==> config.mk <==
export PLATFORM = sky130hd
export DESIGN_NAME = register_snapshot_delta_encoder_flat
export DESIGN_NICKNAME = d
export VERILOG_FILES = /design/src/rtl/core/rsde_pkg.sv /design/src/rtl/core/rsde_in_if.sv /design/src/rtl/core/rsde_out_if.sv /design/src/rtl/core/rsde_cfg.sv /design/src/rtl/core/rsde_ctrl.sv /design/src/rtl/core/rsde_dp.sv /design/src/rtl/core/register_snapshot_delta_encoder.sv /design/src/flat_wrapper.sv
export SDC_FILE = /design/constraint.sdc
export NUM_CORES = 1
export LEC_CHECK = 0
export BUFFER_PORTS_ARGS = -buffer_cell sky130_fd_sc_hd__buf_2
export CAP_MARGIN = 25
export CORE_AREA = 4 4 265 267
export DETAILED_ROUTE_END_ITERATION = 16
export DIE_AREA = 0 0 269 271
export SKIP_CTS_REPAIR_TIMING = 1
export SLEW_MARGIN = 0
export SYNTH_ARGS = -nofsm -noshare
export SYNTH_HDL_FRONTEND = slang
export SYNTH_SLANG_ARGS = --single-unit
==> constraint.sdc <==
create_clock -name clk -period 5.2 [get_ports clk]
set_input_delay 0.26 -clock clk [delete_from_list [all_inputs] [get_ports clk]]
set_output_delay 0.26 -clock clk [all_outputs]
set_load 0.005 [all_outputs]
==> src/rtl/core/rsde_pkg.sv <==
// Shared constants, types and command/status structs for the register
// snapshot delta encoder. No dependencies; all files but rsde_out_if and rsde_checker refer to it.
package rsde_pkg;

  // Number of sampled registers and the width of an index over them.
  localparam int NUM_REGS = 10;
  localparam int IDX_W    = (NUM_REGS > 1) ? $clog2(NUM_REGS) : 1;

  // Register data, address and timestamp widths, plus delta, varint and zigzag widths.
  localparam int DATA_W   = 16;
  localparam int ADDR_W   = 16;
  localparam int TIME_W   = 64;
  localparam int DT_W     = 32;
  localparam int VINT_W   = 32;
  localparam int ZZ_W     = DATA_W + 1;

  // Configuration: mask register width, reset and legal bits.
  localparam int                 MASK_W      = 10;
  localparam logic [MASK_W-1:0]  MASK_RESET  = 10'h3FF;
  localparam logic [15:0]        MASK_BITS   = 16'h03FF;
  localparam logic [15:0]        EXIST_MASK  =
    (NUM_REGS >= 16) ? 16'hFFFF : 16'((32'd1 << NUM_REGS) - 32'd1);

  // APB register map: one 32-bit register, byte address 4*index.
  localparam int               APB_ADDR_W   = 3;
  localparam int               APB_DATA_W   = 32;
  localparam logic             REG_MASK_IDX = 1'b0;

  // Varint continuation flag.
  localparam logic [7:0] CONT_BIT = 8'h80;

  // Commands from the controller to the datapath.
  typedef struct packed {
    logic             store_sample;
    logic             load_time;
    logic             emit_vint;
    logic             emit_mask_lo;
    logic             emit_mask_hi;
    logic             load_reg;
    logic             copy_reg;
    logic             emit_last;
    logic [IDX_W-1:0] idx;
  } cmd_t;

  // Status from the datapath to the controller.
  typedef struct packed {
    logic emit_ok;
    logic vint_last;
    logic reg_sel;
    logic more_regs;
    logic mask_zero;
  } sts_t;

endpackage

==> src/rtl/core/rsde_in_if.sv <==
// Input channel of the encoder: one sample or record-end beat per handshake.
// Depends on rsde_pkg for field widths.
interface rsde_in_if;
  logic                             valid;
  logic                             ready;
  logic [rsde_pkg::TIME_W-1:0]      record_time;
  logic [rsde_pkg::ADDR_W-1:0]      reg_addr;
  logic [rsde_pkg::DATA_W-1:0]      reg_data;
  logic                             has_sample;
  logic                             record_end;

  modport source (output valid, record_time, reg_addr, reg_data, has_sample, record_end,
                  input ready);
  modport sink   (input valid, record_time, reg_addr, reg_data, has_sample, record_end,
                  output ready);
endinterface

==> src/rtl/core/rsde_out_if.sv <==
// Output channel of the encoder: one encoded byte per beat.
// No dependencies.
interface rsde_out_if;
  logic       valid;
  logic       ready;
  logic [7:0] out_byte;
  logic       last_byte;

  modport source (output valid, out_byte, last_byte, input ready);
  modport sink   (input valid, out_byte, last_byte, output ready);
endinterface

==> src/rtl/core/rsde_cfg.sv <==
// APB-style configuration register block holding the register mask.
// Depends on rsde_pkg for the register map.
module rsde_cfg (
  input  logic                               clk,
  input  logic                               rst_n,
  input  logic                               psel,
  input  logic                               penable,
  input  logic                               pwrite,
  input  logic [rsde_pkg::APB_ADDR_W-1:0]    paddr,
  input  logic [rsde_pkg::APB_DATA_W-1:0]    pwdata,
  output logic [rsde_pkg::APB_DATA_W-1:0]    prdata,
  output logic                               pready,
  output logic [rsde_pkg::MASK_W-1:0]        reg_mask
);

  logic [rsde_pkg::MASK_W-1:0] reg_mask_r;
  logic                        hit;

  // Word index decode; the low two address bits are ignored.
  assign hit = (paddr[rsde_pkg::APB_ADDR_W-1:2] == rsde_pkg::REG_MASK_IDX);

  // The mask is written in the access phase of a write.
  always_ff @(posedge clk) begin
    if (!rst_n) begin
      reg_mask_r <= rsde_pkg::MASK_RESET;
    end else if (psel && penable && pwrite && hit) begin
      reg_mask_r <= pwdata[rsde_pkg::MASK_W-1:0];
    end
  end

  // Read data and a port that never waits.
  assign prdata   = hit ? rsde_pkg::APB_DATA_W'(reg_mask_r) : '0;
  assign pready   = 1'b1;
  assign reg_mask = reg_mask_r;

endmodule

==> src/rtl/core/rsde_ctrl.sv <==
// Controller state machine of the encoder: sequences time, mask and per-register
// emission. Depends on rsde_pkg for the command and status structs.
module rsde_ctrl (
  input  logic             clk,
  input  logic             rst_n,
  input  logic             in_valid,
  output logic             in_ready,
  input  logic             in_has_sample,
  input  logic             in_record_end,
  input  rsde_pkg::sts_t   sts,
  output rsde_pkg::cmd_t   cmd
);

  localparam logic [2:0] ST_IDLE = 3'd0;
  localparam logic [2:0] ST_TIME = 3'd1;
  localparam logic [2:0] ST_MLO  = 3'd2;
  localparam logic [2:0] ST_MHI  = 3'd3;
  localparam logic [2:0] ST_REG  = 3'd4;
  localparam logic [2:0] ST_RVAR = 3'd5;

  localparam logic [rsde_pkg::IDX_W-1:0] IDX_LAST =
    rsde_pkg::IDX_W'(rsde_pkg::NUM_REGS - 1);

  logic [2:0]                 state_r, state_nxt;
  logic [rsde_pkg::IDX_W-1:0] idx_r, idx_nxt;
  logic                       accept;

  assign in_ready = (state_r == ST_IDLE);
  assign accept   = in_valid && in_ready;

  // Next state, index walk and datapath commands.
  always_comb begin
    state_nxt = state_r;
    idx_nxt   = idx_r;
    cmd       = '0;
    cmd.idx   = idx_r;
    case (state_r)
      ST_IDLE: begin
        if (accept) begin
          cmd.store_sample = in_has_sample;
          if (in_record_end) begin
            cmd.load_time = 1'b1;
            state_nxt     = ST_TIME;
          end
        end
      end
      ST_TIME: begin
        if (sts.emit_ok) begin
          cmd.emit_vint = 1'b1;
          if (sts.vint_last) begin
            state_nxt = ST_MLO;
          end
        end
      end
      ST_MLO: begin
        if (sts.emit_ok) begin
          cmd.emit_mask_lo = 1'b1;
          state_nxt        = ST_MHI;
        end
      end
      ST_MHI: begin
        if (sts.emit_ok) begin
          cmd.emit_mask_hi = 1'b1;
          cmd.emit_last    = sts.mask_zero;
          idx_nxt          = '0;
          state_nxt        = ST_REG;
        end
      end
      ST_REG: begin
        // A selected register loads its zigzag delta; others fall back to last value.
        if (sts.reg_sel) begin
          cmd.load_reg = 1'b1;
          state_nxt    = ST_RVAR;
        end else begin
          cmd.copy_reg = 1'b1;
          if (idx_r == IDX_LAST) begin
            state_nxt = ST_IDLE;
          end else begin
            idx_nxt = idx_r + 1'b1;
          end
        end
      end
      ST_RVAR: begin
        if (sts.emit_ok) begin
          cmd.emit_vint = 1'b1;
          cmd.emit_last = sts.vint_last && !sts.more_regs;
          if (sts.vint_last) begin
            if (idx_r == IDX_LAST) begin
              state_nxt = ST_IDLE;
            end else begin
              idx_nxt   = idx_r + 1'b1;
              state_nxt = ST_REG;
            end
          end
        end
      end
      default: begin
        state_nxt = ST_IDLE;
      end
    endcase
  end

  // State registers.
  always_ff @(posedge clk) begin
    if (!rst_n) begin
      state_r <= ST_IDLE;
      idx_r   <= '0;
    end else begin
      state_r <= state_nxt;
      idx_r   <= idx_nxt;
    end
  end

endmodule

==> src/rtl/core/rsde_dp.sv <==
// Datapath of the encoder: sample store, last values, time delta, zigzag,
// varint shifter and output register. Depends on rsde_pkg.
module rsde_dp (
  input  logic                            clk,
  input  logic                            rst_n,
  input  rsde_pkg::cmd_t                  cmd,
  output rsde_pkg::sts_t                  sts,
  input  logic [rsde_pkg::MASK_W-1:0]     reg_mask,
  input  logic [rsde_pkg::TIME_W-1:0]     in_time,
  input  logic [rsde_pkg::ADDR_W-1:0]     in_addr,
  input  logic [rsde_pkg::DATA_W-1:0]     in_data,
  output logic                            out_valid,
  input  logic                            out_ready,
  output logic [7:0]                      out_byte,
  output logic                            out_last
);

  logic [rsde_pkg::DATA_W-1:0] snap_r [rsde_pkg::NUM_REGS];
  logic [rsde_pkg::DATA_W-1:0] last_r [rsde_pkg::NUM_REGS];
  logic [rsde_pkg::TIME_W-1:0] prev_time_r;
  logic                        first_r;
  logic [rsde_pkg::VINT_W-1:0] vint_r, vint_nxt;
  logic                        out_valid_r;
  logic [7:0]                  out_byte_r, out_byte_nxt;
  logic                        out_last_r;

  logic [15:0]                  eff_mask;
  logic [rsde_pkg::TIME_W-1:0]  time_diff;
  logic [rsde_pkg::DT_W-1:0]    dt;
  logic [rsde_pkg::DATA_W-1:0]  snap_sel, last_sel;
  logic signed [rsde_pkg::ZZ_W-1:0] diff;
  logic [rsde_pkg::ZZ_W:0]      zz;
  logic                         emit;
  logic                         more;
  logic                         addr_ok;

  // Mask limited to legal bits and existing registers.
  assign eff_mask = 16'(reg_mask) & rsde_pkg::MASK_BITS & rsde_pkg::EXIST_MASK;

  // Timestamp delta: zero on the first record or when time goes backwards.
  assign time_diff = in_time - prev_time_r;
  assign dt = (first_r || (in_time < prev_time_r)) ? '0 : time_diff[rsde_pkg::DT_W-1:0];

  // Zigzag of the signed difference between the snapshot and the last value.
  assign snap_sel = snap_r[cmd.idx];
  assign last_sel = last_r[cmd.idx];
  assign diff = $signed({snap_sel[rsde_pkg::DATA_W-1], snap_sel})
              - $signed({last_sel[rsde_pkg::DATA_W-1], last_sel});
  assign zz   = {diff, 1'b0} ^ {(rsde_pkg::ZZ_W + 1){diff[rsde_pkg::ZZ_W-1]}};

  // Any selected register above the current index still to come.
  always_comb begin
    more = 1'b0;
    for (int i = 0; i < rsde_pkg::NUM_REGS; i++) begin
      if ((rsde_pkg::IDX_W'(i) > cmd.idx) && eff_mask[i]) begin
        more = 1'b1;
      end
    end
  end

  assign addr_ok = (in_addr < rsde_pkg::ADDR_W'(rsde_pkg::NUM_REGS));

  // Output beat can be loaded when the register is empty or being drained.
  assign emit = cmd.emit_vint || cmd.emit_mask_lo || cmd.emit_mask_hi;

  assign sts.emit_ok   = !out_valid_r || out_ready;
  assign sts.vint_last = (vint_r[rsde_pkg::VINT_W-1:7] == '0);
  assign sts.reg_sel   = eff_mask[cmd.idx];
  assign sts.more_regs = more;
  assign sts.mask_zero = (eff_mask == '0);

  // Varint shifter and the byte it offers.
  always_comb begin
    vint_nxt     = vint_r;
    out_byte_nxt = out_byte_r;
    if (cmd.load_time) begin
      vint_nxt = rsde_pkg::VINT_W'(dt);
    end else if (cmd.load_reg) begin
      vint_nxt = rsde_pkg::VINT_W'(zz[rsde_pkg::ZZ_W-1:0]);
    end else if (cmd.emit_vint) begin
      vint_nxt = vint_r >> 7;
    end
    if (cmd.emit_vint) begin
      out_byte_nxt = {1'b0, vint_r[6:0]} | (sts.vint_last ? 8'h00 : rsde_pkg::CONT_BIT);
    end else if (cmd.emit_mask_lo) begin
      out_byte_nxt = eff_mask[7:0];
    end else if (cmd.emit_mask_hi) begin
      out_byte_nxt = eff_mask[15:8];
    end
  end

  // Payload registers: varint, output byte and its last flag.
  always_ff @(posedge clk) begin
    vint_r <= vint_nxt;
    if (emit) begin
      out_byte_r <= out_byte_nxt;
      out_last_r <= cmd.emit_last;
    end
  end

  // Record state: snapshot, last values, previous time and first-record flag.
  always_ff @(posedge clk) begin
    if (!rst_n) begin
      for (int i = 0; i < rsde_pkg::NUM_REGS; i++) begin
        snap_r[i] <= '0;
        last_r[i] <= '0;
      end
      prev_time_r <= '0;
      first_r     <= 1'b1;
    end else begin
      if (cmd.store_sample && addr_ok) begin
        snap_r[in_addr[rsde_pkg::IDX_W-1:0]] <= in_data;
      end
      if (cmd.load_time) begin
        prev_time_r <= in_time;
        first_r     <= 1'b0;
      end
      if (cmd.load_reg) begin
        last_r[cmd.idx] <= snap_sel;
      end
      if (cmd.copy_reg) begin
        snap_r[cmd.idx] <= last_sel;
      end
    end
  end

  // Output valid flag.
  always_ff @(posedge clk) begin
    if (!rst_n) begin
      out_valid_r <= 1'b0;
    end else if (emit) begin
      out_valid_r <= 1'b1;
    end else if (out_ready) begin
      out_valid_r <= 1'b0;
    end
  end

  assign out_valid = out_valid_r;
  assign out_byte  = out_byte_r;
  assign out_last  = out_last_r;

endmodule

==> src/rtl/core/register_snapshot_delta_encoder.sv <==
// Register snapshot delta encoder. An input beat with record_end starts emission
// of the record: 1 to 5 varint bytes of the 32-bit timestamp delta, two bytes of
// the effective mask, then a zigzag varint (1 to 3 bytes) for each selected
// register in ascending order. The controller emits the bytes one at a time and
// walks the register file one register per step; a selected register loads its
// delta in its own walk step, and byte emission waits while the output stalls.
// Input is taken again once the walk finishes; the last byte may still sit in
// the output register. The mask register is at byte address 0 of the APB port.
module register_snapshot_delta_encoder (
  input  logic                               clk,
  input  logic                               rst_n,
  rsde_in_if.sink                            in_if,
  rsde_out_if.source                         out_if,
  input  logic                               psel,
  input  logic                               penable,
  input  logic                               pwrite,
  input  logic [rsde_pkg::APB_ADDR_W-1:0]    paddr,
  input  logic [rsde_pkg::APB_DATA_W-1:0]    pwdata,
  output logic [rsde_pkg::APB_DATA_W-1:0]    prdata,
  output logic                               pready
);

  rsde_pkg::cmd_t              cmd;
  rsde_pkg::sts_t              sts;
  logic [rsde_pkg::MASK_W-1:0] reg_mask;

  // Configuration register.
  rsde_cfg u_cfg (
    .clk      (clk),
    .rst_n    (rst_n),
    .psel     (psel),
    .penable  (penable),
    .pwrite   (pwrite),
    .paddr    (paddr),
    .pwdata   (pwdata),
    .prdata   (prdata),
    .pready   (pready),
    .reg_mask (reg_mask)
  );

  // Sequencer.
  rsde_ctrl u_ctrl (
    .clk           (clk),
    .rst_n         (rst_n),
    .in_valid      (in_if.valid),
    .in_ready      (in_if.ready),
    .in_has_sample (in_if.has_sample),
    .in_record_end (in_if.record_end),
    .sts           (sts),
    .cmd           (cmd)
  );

  // Datapath.
  rsde_dp u_dp (
    .clk       (clk),
    .rst_n     (rst_n),
    .cmd       (cmd),
    .sts       (sts),
    .reg_mask  (reg_mask),
    .in_time   (in_if.record_time),
    .in_addr   (in_if.reg_addr),
    .in_data   (in_if.reg_data),
    .out_valid (out_if.valid),
    .out_ready (out_if.ready),
    .out_byte  (out_if.out_byte),
    .out_last  (out_if.last_byte)
  );

endmodule

==> src/flat_wrapper.sv <==
// flat-port wrapper written by rule: the top's interface ports become plain ports
module register_snapshot_delta_encoder_flat 
  (clk, rst_n, psel, penable, pwrite, paddr, pwdata, prdata, pready, in_if_valid, in_if_record_time, in_if_reg_addr, in_if_reg_data, in_if_has_sample, in_if_record_end, in_if_ready, out_if_valid, out_if_out_byte, out_if_last_byte, out_if_ready);
  rsde_in_if in_if_i ();
  rsde_out_if out_if_i ();
  input  logic clk;
  input  logic rst_n;
  input  logic psel;
  input  logic penable;
  input  logic pwrite;
  input  logic [rsde_pkg::APB_ADDR_W-1:0] paddr;
  input  logic [rsde_pkg::APB_DATA_W-1:0] pwdata;
  output logic [rsde_pkg::APB_DATA_W-1:0] prdata;
  output logic pready;
  input wire logic [$bits(in_if_i.valid)-1:0] in_if_valid;
  input wire logic [$bits(in_if_i.record_time)-1:0] in_if_record_time;
  input wire logic [$bits(in_if_i.reg_addr)-1:0] in_if_reg_addr;
  input wire logic [$bits(in_if_i.reg_data)-1:0] in_if_reg_data;
  input wire logic [$bits(in_if_i.has_sample)-1:0] in_if_has_sample;
  input wire logic [$bits(in_if_i.record_end)-1:0] in_if_record_end;
  output wire logic [$bits(in_if_i.ready)-1:0] in_if_ready;
  output wire logic [$bits(out_if_i.valid)-1:0] out_if_valid;
  output wire logic [$bits(out_if_i.out_byte)-1:0] out_if_out_byte;
  output wire logic [$bits(out_if_i.last_byte)-1:0] out_if_last_byte;
  input wire logic [$bits(out_if_i.ready)-1:0] out_if_ready;
  assign in_if_i.valid = in_if_valid;
  assign in_if_i.record_time = in_if_record_time;
  assign in_if_i.reg_addr = in_if_reg_addr;
  assign in_if_i.reg_data = in_if_reg_data;
  assign in_if_i.has_sample = in_if_has_sample;
  assign in_if_i.record_end = in_if_record_end;
  assign in_if_ready = in_if_i.ready;
  assign out_if_valid = out_if_i.valid;
  assign out_if_out_byte = out_if_i.out_byte;
  assign out_if_last_byte = out_if_i.last_byte;
  assign out_if_i.ready = out_if_ready;
  register_snapshot_delta_encoder u_core (.clk(clk), .rst_n(rst_n), .in_if(in_if_i), .out_if(out_if_i), .psel(psel), .penable(penable), .pwrite(pwrite), .paddr(paddr), .pwdata(pwdata), .prdata(prdata), .pready(pready));
endmodule
==> results of run 1 <==
cells by family (layout without fill, tap and decap cells):
logic type	count (synthesis)	after routing	share of synthesized area, %
simple gates	759	759	10.9
flops	640	640	60.7
compound gates	340	340	7.28
buf+inv	278	546	3.91
mux	168	168	12.3
fa+ha+maj	85	85	3.57
xor+xnor	49	49	1.42
other cells	2	120	0.0248
through the flow:
stage | util, % | hold slack [ps] | total power, uW | setup slack (ps) | instances
floorplan | - | 384 | 6440 | 622 | 2438
CTS | 51.0 | -176 | 11800 | 530 | 3512
global placement | 47.6 | 435 | 6710 | 628 | 3381
finish | 52.2 | 115 | 11800 | 440 | 3589
detailed placement | 47.6 | 436 | 6740 | 567 | 3382
global route | 52.2 | 112 | 12200 | 264 | 3588
power groups by stage:
stage	clock [uW]	sequential, uW	combinational [uW]
floorplan	0	5890	554
global placement	0	5910	805
detailed placement	0	5920	820
CTS	5170	5810	825
global route	5380	5820	965
finish	5060	5810	876
final timing paths:
path | from | end | slack [ps] | cells past startpoint
hold / removal | in_if_reg_data[15] | u_core.u_dp.snap_r[3][15] | 110 | 3
hold reg to reg | u_core.u_dp.first_r | u_core.u_dp.first_r | 450 | 2
setup / recovery | register | u_core.u_dp.vint_r[4] | 440 | 13
setup reg to reg | register | u_core.u_dp.vint_r[4] | 440 | 13
cell usage after synthesis, types with 4 or more instances:
cell,n
nand2_2,6
nor2_1,334
a211oi_1,5
edfxtp_1,553
nand4_1,16
o21ai_0,73
a22o_1,6
o22ai_1,7
ha_1,83
nand2_1,244
inv_1,139
a22oi_2,13
mux2i_1,5
nand3b_1,4
o211ai_1,5
a31oi_1,5
o21a_1,7
nor2b_1,20
a21oi_1,126
o21bai_1,6
nor4_1,15
xor2_1,21
xnor2_1,28
buf_1,10
mux4_2,162
clkbuf_1,78
a221oi_1,7
dfxtp_1,87
nand2b_1,16
and3_1,6
o221ai_1,7
a21o_1,23
nor4b_1,4
o31a_1,5
buf_4,28
or3_1,7
a22oi_1,10
nor3_1,15
nand3_1,33
buf_2,21
and2_1,22
layout make-up:
class	count	share of cell area, %
Tap cell	882	3.11
Multi-Input combinational cell	1520	31.5
Inverter	140	1.48
Antenna cell	1	0.00704
Clock buffer	99	5.62
Timing Repair Buffer	276	5.63
Sequential cell	640	51.7
Clock inverter	31	1.01
worst register-to-register path: stages (launching register included):
cell and delay, ps:
dfxtp_4 380, buf_12 330, mux4_2 610, mux4_2 550, ha_1 390, buf_4 190, nand2_1 60, nor3_1 390
o21ai_0 290, a311o_1 450, a21oi_2 200, buf_4 290, xor2_1 210, o221ai_1 140
sequential cells by signal (all words and copies together) (netlist names), named ones only:
signal / cells
u_core.u_cfg.reg_mask: 10
u_core.u_ctrl.idx_r: 4
u_core.u_ctrl.state_r: 3
u_core.u_dp.first_r: 1
u_core.u_dp.last_r: 256
u_core.u_dp.out_byte: 8
u_core.u_dp.out_last: 1
u_core.u_dp.out_valid: 1
u_core.u_dp.prev_time_r: 64
u_core.u_dp.snap_r: 256
u_core.u_dp.vint_r: 32
routing by layer:
layer | vias to the layer above | wire length [um] | part of all wire [%]
met5 | - | 0 | 0
li1 | 9095 | - | -
met4 | 0 | 2110 | 2.7
met3 | 136 | 6150 | 7.8
met2 | 750 | 38300 | 49
met1 | 9972 | 32300 | 41
==> run_results.csv, run 1 <==
group,metric,value,unit
pwr,clkPwrFrac,43.1,%
worst_setup_path,critPathCaptureType,"register",
detailed_routing,wl_per_cell,22.0,um
global_route,grt_use_met2,35.5,%
finish,seq_area,18400,sq um
die,coreArea,68100,sq um
synth,synth_cell_types,81,
finish,design_area,35500,sq um
synth,yosys_warnings,0,
clocking,cts.clk_slew.worst_paths,60,ps
clocking,cts-root-buf,"clkbuf_16",
pwr,power_leakage,0.0129,uW
finish,fillers,5760,
clocking,cts.sinks,640,
global_route,busiest_layer,"met2",
clocking,clk_latency,630,ps
detailed_routing,drtAntennaViolNets,0,
detailed_routing,drc,0,
clocking,htree_levels,3,
sta,fin_setup_tns,0,ps
global_route,grtUsageMet1,29.2,%
global_route,overflow,0,
finish,drive_above_1_share,18.7,%
sta,maxSlewHeadroom,33.5,%
pwr,netSwitchingPower,2650,uW
synth,ys_ff_latch,640,
pwr,power.density,331,nW/um^2
worst_setup_path,cp-start-kind,"register",
detailed_routing,vias_per_cell,5.56,
sta,period_share,91.5,%
synth,synth-edff-count,553,
clocking,cts_tree,"done",
sta,hold_viol,0,
pwr,p_sw_share,22.5,%
worst_setup_path,crit_path_top_delay_cell,"mux4_2",
detailed_routing,vias,19953,
pwr,p_int,9100,uW
pwr,seq_power_share,49.5,%
die,die_h,271,um
worst_setup_path,slowest_delay,570,ps
global_route,grt_antenna_before_repair,2,
clocking,cts_buffers,71,
global_route,grt_pass1_wl,117000,um
die,die-area,72900,sq um
synth,synth_area,30300,sq um
sta,tightest_slew,995,ps
clocking,clock_path_buffers,3,
flow_run,cap_violations,0,
die,die_w,269,um
worst_setup_path,path_max_fanout,45,
global_route,met3_usage,3.82,%
place,port_buffers,136,
worst_setup_path,worstSetupPathType,"reg -> reg",
die,num_rows,96,
finish,layout_common_cells,"553 x edfxtp_1, 334 x nor2_1, 244 x nand2_1",
sta,skew,23.1,ps
pwr,p_comb_share,7.5,%
place,dp_hpwl,51500,um
die,pin_count,184,
finish,nets,2874,
global_route,grt_max_degree,76,
global_route,first_global_vias,19642,
synth,synth_cells,2321,
place,place_area,32400,sq um
finish,area_growth,17.5,%
worst_setup_path,arrival,5100,ps
synth,avgSynthCellArea,13.0,sq um
sta,rsz0062_at_grt,"false",
worst_setup_path,critPathTopFamily,"multiplexers",
worst_setup_path,crit_buf_inv,3,
finish,layout_commonest_cell,"edfxtp_1",
die,initial_utilization,44.4,%
finish,multi_input_area,11200,sq um
synth,yosysTopAreaCell,"edfxtp_1",
worst_hold_path,hold_class,"in -> reg",
synth,synth_seq_area_share,60.7,%
place,gp_congestion,0.903,
sta,setup_viol,0,
detailed_routing,wirelength,78900,um
sta,finalMaxSlewViolations,0,
outcome,status,"complete, no violations",
sta,fmax,0.210,GHz
pwr,peakVddDrop,0.247,mV
synth,synth.top_cell.area_share,54.9,%
synth,async_flop_share,0,%
synth,synth_flop_cell,"edfxtp_1",
synth,ys_top_cells_by_area,"edfxtp_1 55%, mux4_2 12%, dfxtp_1 5.8%",
sta,period_needed,4760,ps
detailed_routing,first_pass_iters,5,
worst_setup_path,path_cells,"buf_12, mux4_2, mux4_2, ha_1, buf_4, nand2_1, nor3_1, o21ai_0, a311o_1, a21oi_2, buf_4, xor2_1, o221ai_1",
global_route,grt_usage,21.4,%
worst_setup_path,cp.required,5540,ps
detailed_routing,drt_first_iter_violations,1926,
(Power assumes the default switching activity.)
==> inputs of run 2 (changes only) <==
--- a/config.mk
+++ b/config.mk
@@ -5,7 +5,7 @@
 export SDC_FILE = /design/constraint.sdc
 export NUM_CORES = 1
 export LEC_CHECK = 0
-export BUFFER_PORTS_ARGS = -buffer_cell sky130_fd_sc_hd__buf_2
+export BUFFER_PORTS_ARGS = -buffer_cell sky130_fd_sc_hd__clkbuf_2
 export CAP_MARGIN = 25
 export CORE_AREA = 4 4 265 267
 export DETAILED_ROUTE_END_ITERATION = 16
==> constraint.sdc (replaced) <==
create_clock -name clk -period 5.1 [get_ports clk]
set_input_delay 0.255 -clock clk [delete_from_list [all_inputs] [get_ports clk]]
set_output_delay 0.255 -clock clk [all_outputs]
set_load 0.005 [all_outputs]
==> run 2 against run 1 <==
The flow now finishes with violations (hold timing). Combinational power rose by 2%. Clock skew rose by 1.2 ps. Routed wire length fell by 0.39%. Final cell count fell by 0.25%. Utilization fell by 0.22 points. Non-clock buffer count fell by 2. Maximum frequency fell by 0.18%. Design area fell by 0.42%. Critical endpoint is now u_core.u_dp.vint_r[16]. Largest cell class unchanged. Largest power group unchanged. Highest routed layer unchanged.
==> run_results.csv, run 2 (synthesis results as in run 1) <==
group,metric,value,unit
place,port_buffers,136,
global_route,overflow,0,
finish,layout_commonest_cell,"edfxtp_1",
clocking,cts_buffers,71,
detailed_routing,dr_wl_met3,6090,um
clocking,cts.sinks,640,
detailed_routing,vias_per_cell,5.56,
worst_setup_path,cp-start-kind,"register",
sta,holdWs,-3.74,ps
place,place_area,32400,sq um
sta,period_needed,4770,ps
worst_hold_path,hold_class,"in -> reg",
sta,maxSlewHeadroom,30.0,%
worst_setup_path,critPathCaptureType,"register",
die,die_h,271,um
global_route,grt_max_degree,75,
global_route,grt_usage,21.4,%
sta,hold_viol,1,
detailed_routing,first_pass_iters,5,
pwr,power.density,334,nW/um^2
detailed_routing,drc,0,
place,gp_congestion,0.883,
clocking,cts-root-buf,"clkbuf_16",
clocking,cts_tree,"done",
worst_setup_path,critPathMostFrequentCell,"mux4_2",
detailed_routing,drt_first_iter_violations,1964,
detailed_routing,routed.top_layer,"met4",
finish,layout_common_cells,"553 x edfxtp_1, 334 x nor2_1, 244 x nand2_1",
sta,rsz0062_at_grt,"false",
clocking,clock_path_buffers,3,
worst_setup_path,worstSetupPathType,"reg -> reg",
global_route,grt_antenna_before_repair,0,
finish,nets,2872,
sta,period_share,93.5,%
pwr,peakVddDrop,0.301,mV
sta,fin_setup_tns,0,ps
detailed_routing,route.met2.wl,37800,um
sta,setup_viol,0,
die,initial_utilization,44.4,%
sta,finalMaxSlewViolations,0,
outcome,violations,"hold timing",
sta,skew,24.3,ps
place,placed_cells_incl_taps,3381,
place,dp_hpwl,51300,um
finish,finish.utilization,52.0,%
global_route,grt_pass1_wl,117000,um
worst_setup_path,slowest_delay,560,ps
flow_run,cap_violations,0,
worst_setup_path,crit_path_top_delay_cell,"mux4_2",
worst_setup_path,arrival,5200,ps
finish,final_cell_count_no_fill,3580,
worst_setup_path,cp.required,5530,ps
finish,fillers,5782,
finish,reg_top3,"u_core.u_dp.last_r: 256 flops, u_core.u_dp.snap_r: 256 flops, u_core.u_dp.prev_time_r: 64 flops",
outcome,status,"finished, violations left",
detailed_routing,vias,19910,
die,pin_count,184,
die,num_rows,96,
clocking,cts.clk_slew.worst_paths,60,ps
detailed_routing,wirelength,78600,um
detailed_routing,wl_per_cell,21.9,um
clocking,htree_levels,3,
finish,drive_above_1_share,18.4,%
finish,design_area,35400,sq um
sta,fmax,0.210,GHz
sta,tightest_slew,1050,ps
worst_setup_path,path_max_fanout,34,
clocking,clk_latency,610,ps
pwr,power_leakage,0.0128,uW
global_route,first_global_vias,19815,
finish,area_growth,17.0,%
die,coreArea,68100,sq um
detailed_routing,wl_met1,32500,um
die,die-area,72900,sq um
detailed_routing,drtAntennaViolNets,0,
die,die_w,269,um
worst_setup_path,path_cells,"buf_12, mux4_2, mux4_2, ha_1, a21o_1, a221oi_1, nor3b_1, o21ai_0, a311oi_1, xor2_1, nor2_1, o22ai_1",
[run 2: cell type report]
type / instances / area [sq um] / area share, %
flip-flops and latches: 640 / 18400 / 51.9
multi-input cells: 1520 / 11200 / 31.6
repair buffers: 274 / 1980 / 5.61
clock buffers: 92 / 1880 / 5.30
well taps: 882 / 1100 / 3.12
inverters: 140 / 526 / 1.49
clock inverters: 30 / 347 / 0.980
diodes: 2 / 5.00 / 0.0141
[run 2: report_power, final]
| group | total [uW] | switching [uW] | leakage (uW) | internal [uW] |
|---|---|---|---|---|
| registers | 5930 | 69.2 | 0.00639 | 5860 |
| logic | 893 | 529 | 0.00533 | 364 |
| clock network | 4980 | 2040 | 0.00107 | 2950 |
| total | 11800 | 2630 | 0.0128 | 9170 |
[run 2: layer usage]
| metal | global-route usage (%) | vias up |
|---|---|---|
| li1 | - | 9092 |
| met1 | 28.9 | 9971 |
| met2 | 35.2 | 720 |
| met3 | 4.61 | 127 |
| met4 | 5.90 | 0 |
| met5 | 0 | - |
[run 2: stage by stage]
step | total power (uW) | setup WS, ps
finish | 11800 | 331
global route | 12200 | 17.5
CTS | 11900 | 396
detailed placement | 6870 | 412
global placement | 6840 | 488
floorplan | 6570 | 522
[run 2: path summary, 6_finish.rpt]
path                       startpoint                     end  slack [ps]  cells after the start
hold / removal           out_if_ready   u_core.u_dp.out_valid          -4                      4
setup reg to reg             register  u_core.u_dp.vint_r[16]         330                     12
hold reg to reg   u_core.u_dp.first_r     u_core.u_dp.first_r         440                      2
setup / recovery             register  u_core.u_dp.vint_r[16]         330                     12
[run 2: critical path, delay by kind of cell, from the launching register on]
| family | cells | cell delay [ps] |
|---|---|---|
| XOR/XNOR | 1 | 290 |
| adder cells (fa/ha/maj) | 1 | 470 |
| AND/OR/NAND/NOR | 2 | 480 |
| flip-flops | 1 | 480 |
| buffers and inverters | 1 | 310 |
| AO/OA/AOI/OAI | 5 | 1440 |
| multiplexers | 2 | 1090 |
==> inputs of run 3 (changes only) <==
--- a/config.mk
+++ b/config.mk
@@ -8,10 +8,13 @@
 export BUFFER_PORTS_ARGS = -buffer_cell sky130_fd_sc_hd__clkbuf_2
 export CAP_MARGIN = 25
 export CORE_AREA = 4 4 265 267
+export CTS_BUF_LIST = sky130_fd_sc_hd__clkbuf_4 sky130_fd_sc_hd__clkbuf_8
 export DETAILED_ROUTE_END_ITERATION = 16
 export DIE_AREA = 0 0 269 271
+export MAX_ROUTING_LAYER = met4
 export SKIP_CTS_REPAIR_TIMING = 1
 export SLEW_MARGIN = 0
 export SYNTH_ARGS = -nofsm -noshare
 export SYNTH_HDL_FRONTEND = slang
 export SYNTH_SLANG_ARGS = --single-unit
+export TNS_END_PERCENT = 30
==> run 3 against run 2 <==
The run now ends clean. Total power decreased by 2.8%. Sequential cell count unchanged. Combinational power about the same. Sequential power about the same. Final cell count increased by 2.1%. Routed wire length increased by 1.0%. Worst hold slack improved by 71 ps. Critical path depth increased by 1. Sequential share of layout area about the same. Critical endpoint is now u_core.u_dp.vint_r[14]. Highest routed layer unchanged.
==> run_results.csv, run 3 (synthesis results as in run 1) <==
group,metric,value,unit
place,gp_congestion,0.871,
clocking,cts-root-buf,"clkbuf_8",
worst_setup_path,worstSetupPathType,"reg -> reg",
detailed_routing,wirelength,79400,um
worst_setup_path,cp-start-kind,"register",
worst_setup_path,crit_buf_inv,3,
finish,layout_commonest_cell,"edfxtp_1",
sta,finalMaxSlewViolations,0,
worst_setup_path,cp.required,5520,ps
sta,tightest_slew,1050,ps
die,initial_utilization,44.4,%
clocking,cts_buffers,106,
worst_setup_path,path_max_fanout,22,
sta,hold_viol,0,
detailed_routing,first_pass_iters,7,
clocking,clock_path_buffers,3,
die,num_rows,96,
place,place_area,32500,sq um
worst_setup_path,crit_path_top_delay_cell,"mux4_2",
detailed_routing,wl_per_cell,21.7,um
outcome,status,"complete, no violations",
global_route,grt_pass1_wl,118000,um
sta,holdWs,67.1,ps
global_route,grt_max_degree,75,
worst_setup_path,critPathTopFamily,"multiplexers",
worst_setup_path,arrival,5150,ps
clocking,htree_levels,3,
detailed_routing,vias_per_cell,5.50,
sta,skew,30.5,ps
die,die_h,271,um
finish,design_area,35400,sq um
detailed_routing,vias,20094,
finish,layout_common_cells,"553 x edfxtp_1, 334 x nor2_1, 244 x nand2_1",
flow_run,cap_violations,0,
pwr,power.density,324,nW/um^2
finish,area_growth,17.1,%
die,coreArea,68100,sq um
place,dp_hpwl,52300,um
worst_hold_path,hold_class,"in -> reg",
finish,nets,2912,
sta,period_share,92.9,%
die,die_w,269,um
die,die-area,72900,sq um
global_route,first_global_vias,19827,
worst_setup_path,path_cells,"buf_12, buf_4, mux4_2, mux4_2, ha_1, o21a_1, o31a_1, nand4_1, a311o_1, a21oi_2, buf_4, xnor2_1, o221ai_1",
worst_setup_path,slowest_delay,570,ps
detailed_routing,drt_first_iter_violations,1748,
global_route,grt_antenna_before_repair,1,
worst_setup_path,critPathCaptureType,"register",
detailed_routing,drc,0,
pwr,peakVddDrop,0.186,mV
sta,fin_setup_tns,0,ps
global_route,overflow,0,
worst_setup_path,rrSetupSlack,360,ps
global_route,grt_usage,22.1,%
clocking,clk_latency,700,ps
sta,rsz0062_at_grt,"false",
sta,setup_viol,0,
clocking,cts_tree,"done",
clocking,cts.sinks,640,
detailed_routing,drtAntennaViolNets,0,
finish,drive_above_1_share,20.9,%
finish,finish.utilization,52.0,%
pwr,power_leakage,0.0129,uW
place,port_buffers,136,
finish,reg_top3,"u_core.u_dp.last_r: 256 flops, u_core.u_dp.snap_r: 256 flops, u_core.u_dp.prev_time_r: 64 flops",
sta,period_needed,4740,ps
die,pin_count,184,
sta,fmax,0.211,GHz
clocking,cts.clk_slew.worst_paths,70,ps
sta,maxSlewHeadroom,29.6,%
-- run 3: cell types whose count changed in the layout (fill, tap and decap cells not counted), moves of 4 or more --
cell / before / now
clkinv_1: 11 / 22
clkbuf_4: 0 / 37
clkbuf_8: 2 / 118
clkbuf_16: 71 / 0
clkinv_2: 6 / 10
clkbuf_1: 19 / 0
-- run 3: cell type report --
cell class	instances	area, sq um
fillers	5827	32700
repair buffers	279	2050
flip-flops and latches	640	18400
clock buffers	155	1900
well taps	882	1100
diodes	1	2.50
clock inverters	38	288
inverters	140	526
multi-input cells	1520	11200
-- run 3: layer usage --
| metal | vias up | global-route usage (%) | routed length [um] |
|---|---|---|---|
| met1 | 9945 | 28.9 | 32500 |
| met4 | 0 | 6.09 | 2110 |
| li1 | 9178 | - | - |
| met3 | 155 | 4.97 | 6830 |
| met5 | - | - | 0 |
| met2 | 816 | 35.1 | 37900 |
-- run 3: worst paths after layout --
check                                                 start                           to  cells after the start
worst max-delay path                               register       u_core.u_dp.vint_r[14]                     13
worst min-delay path                     in_if_reg_data[10]    u_core.u_dp.snap_r[3][10]                      3
worst max register to register                     register       u_core.u_dp.vint_r[14]                     13
worst min register to register  u_core.u_dp.prev_time_r[46]  u_core.u_dp.prev_time_r[46]                      2
-- run 3: stage by stage --
step | std cells | setup slack [ps] | power [uW]
after detailed placement | 3386 | 370 | 6870
after floorplan | 2438 | 522 | 6570
final | 3655 | 363 | 11500
after global placement | 3385 | 455 | 6840
after CTS | 3579 | 352 | 11500
after global routing | 3655 | 109 | 11900
-- run 3: report_power, final --
part	leakage [uW]	internal (uW)	switching [uW]
Clock	0.00117	2590	2060
Sequential	0.00639	5860	68.9
Combinational	0.00536	364	527
Total	0.0129	8810	2660
-- run 3: worst min-delay path: stages --
cell	delay, ps
clkbuf_2	120
a22oi_2	160
nor2_1	130
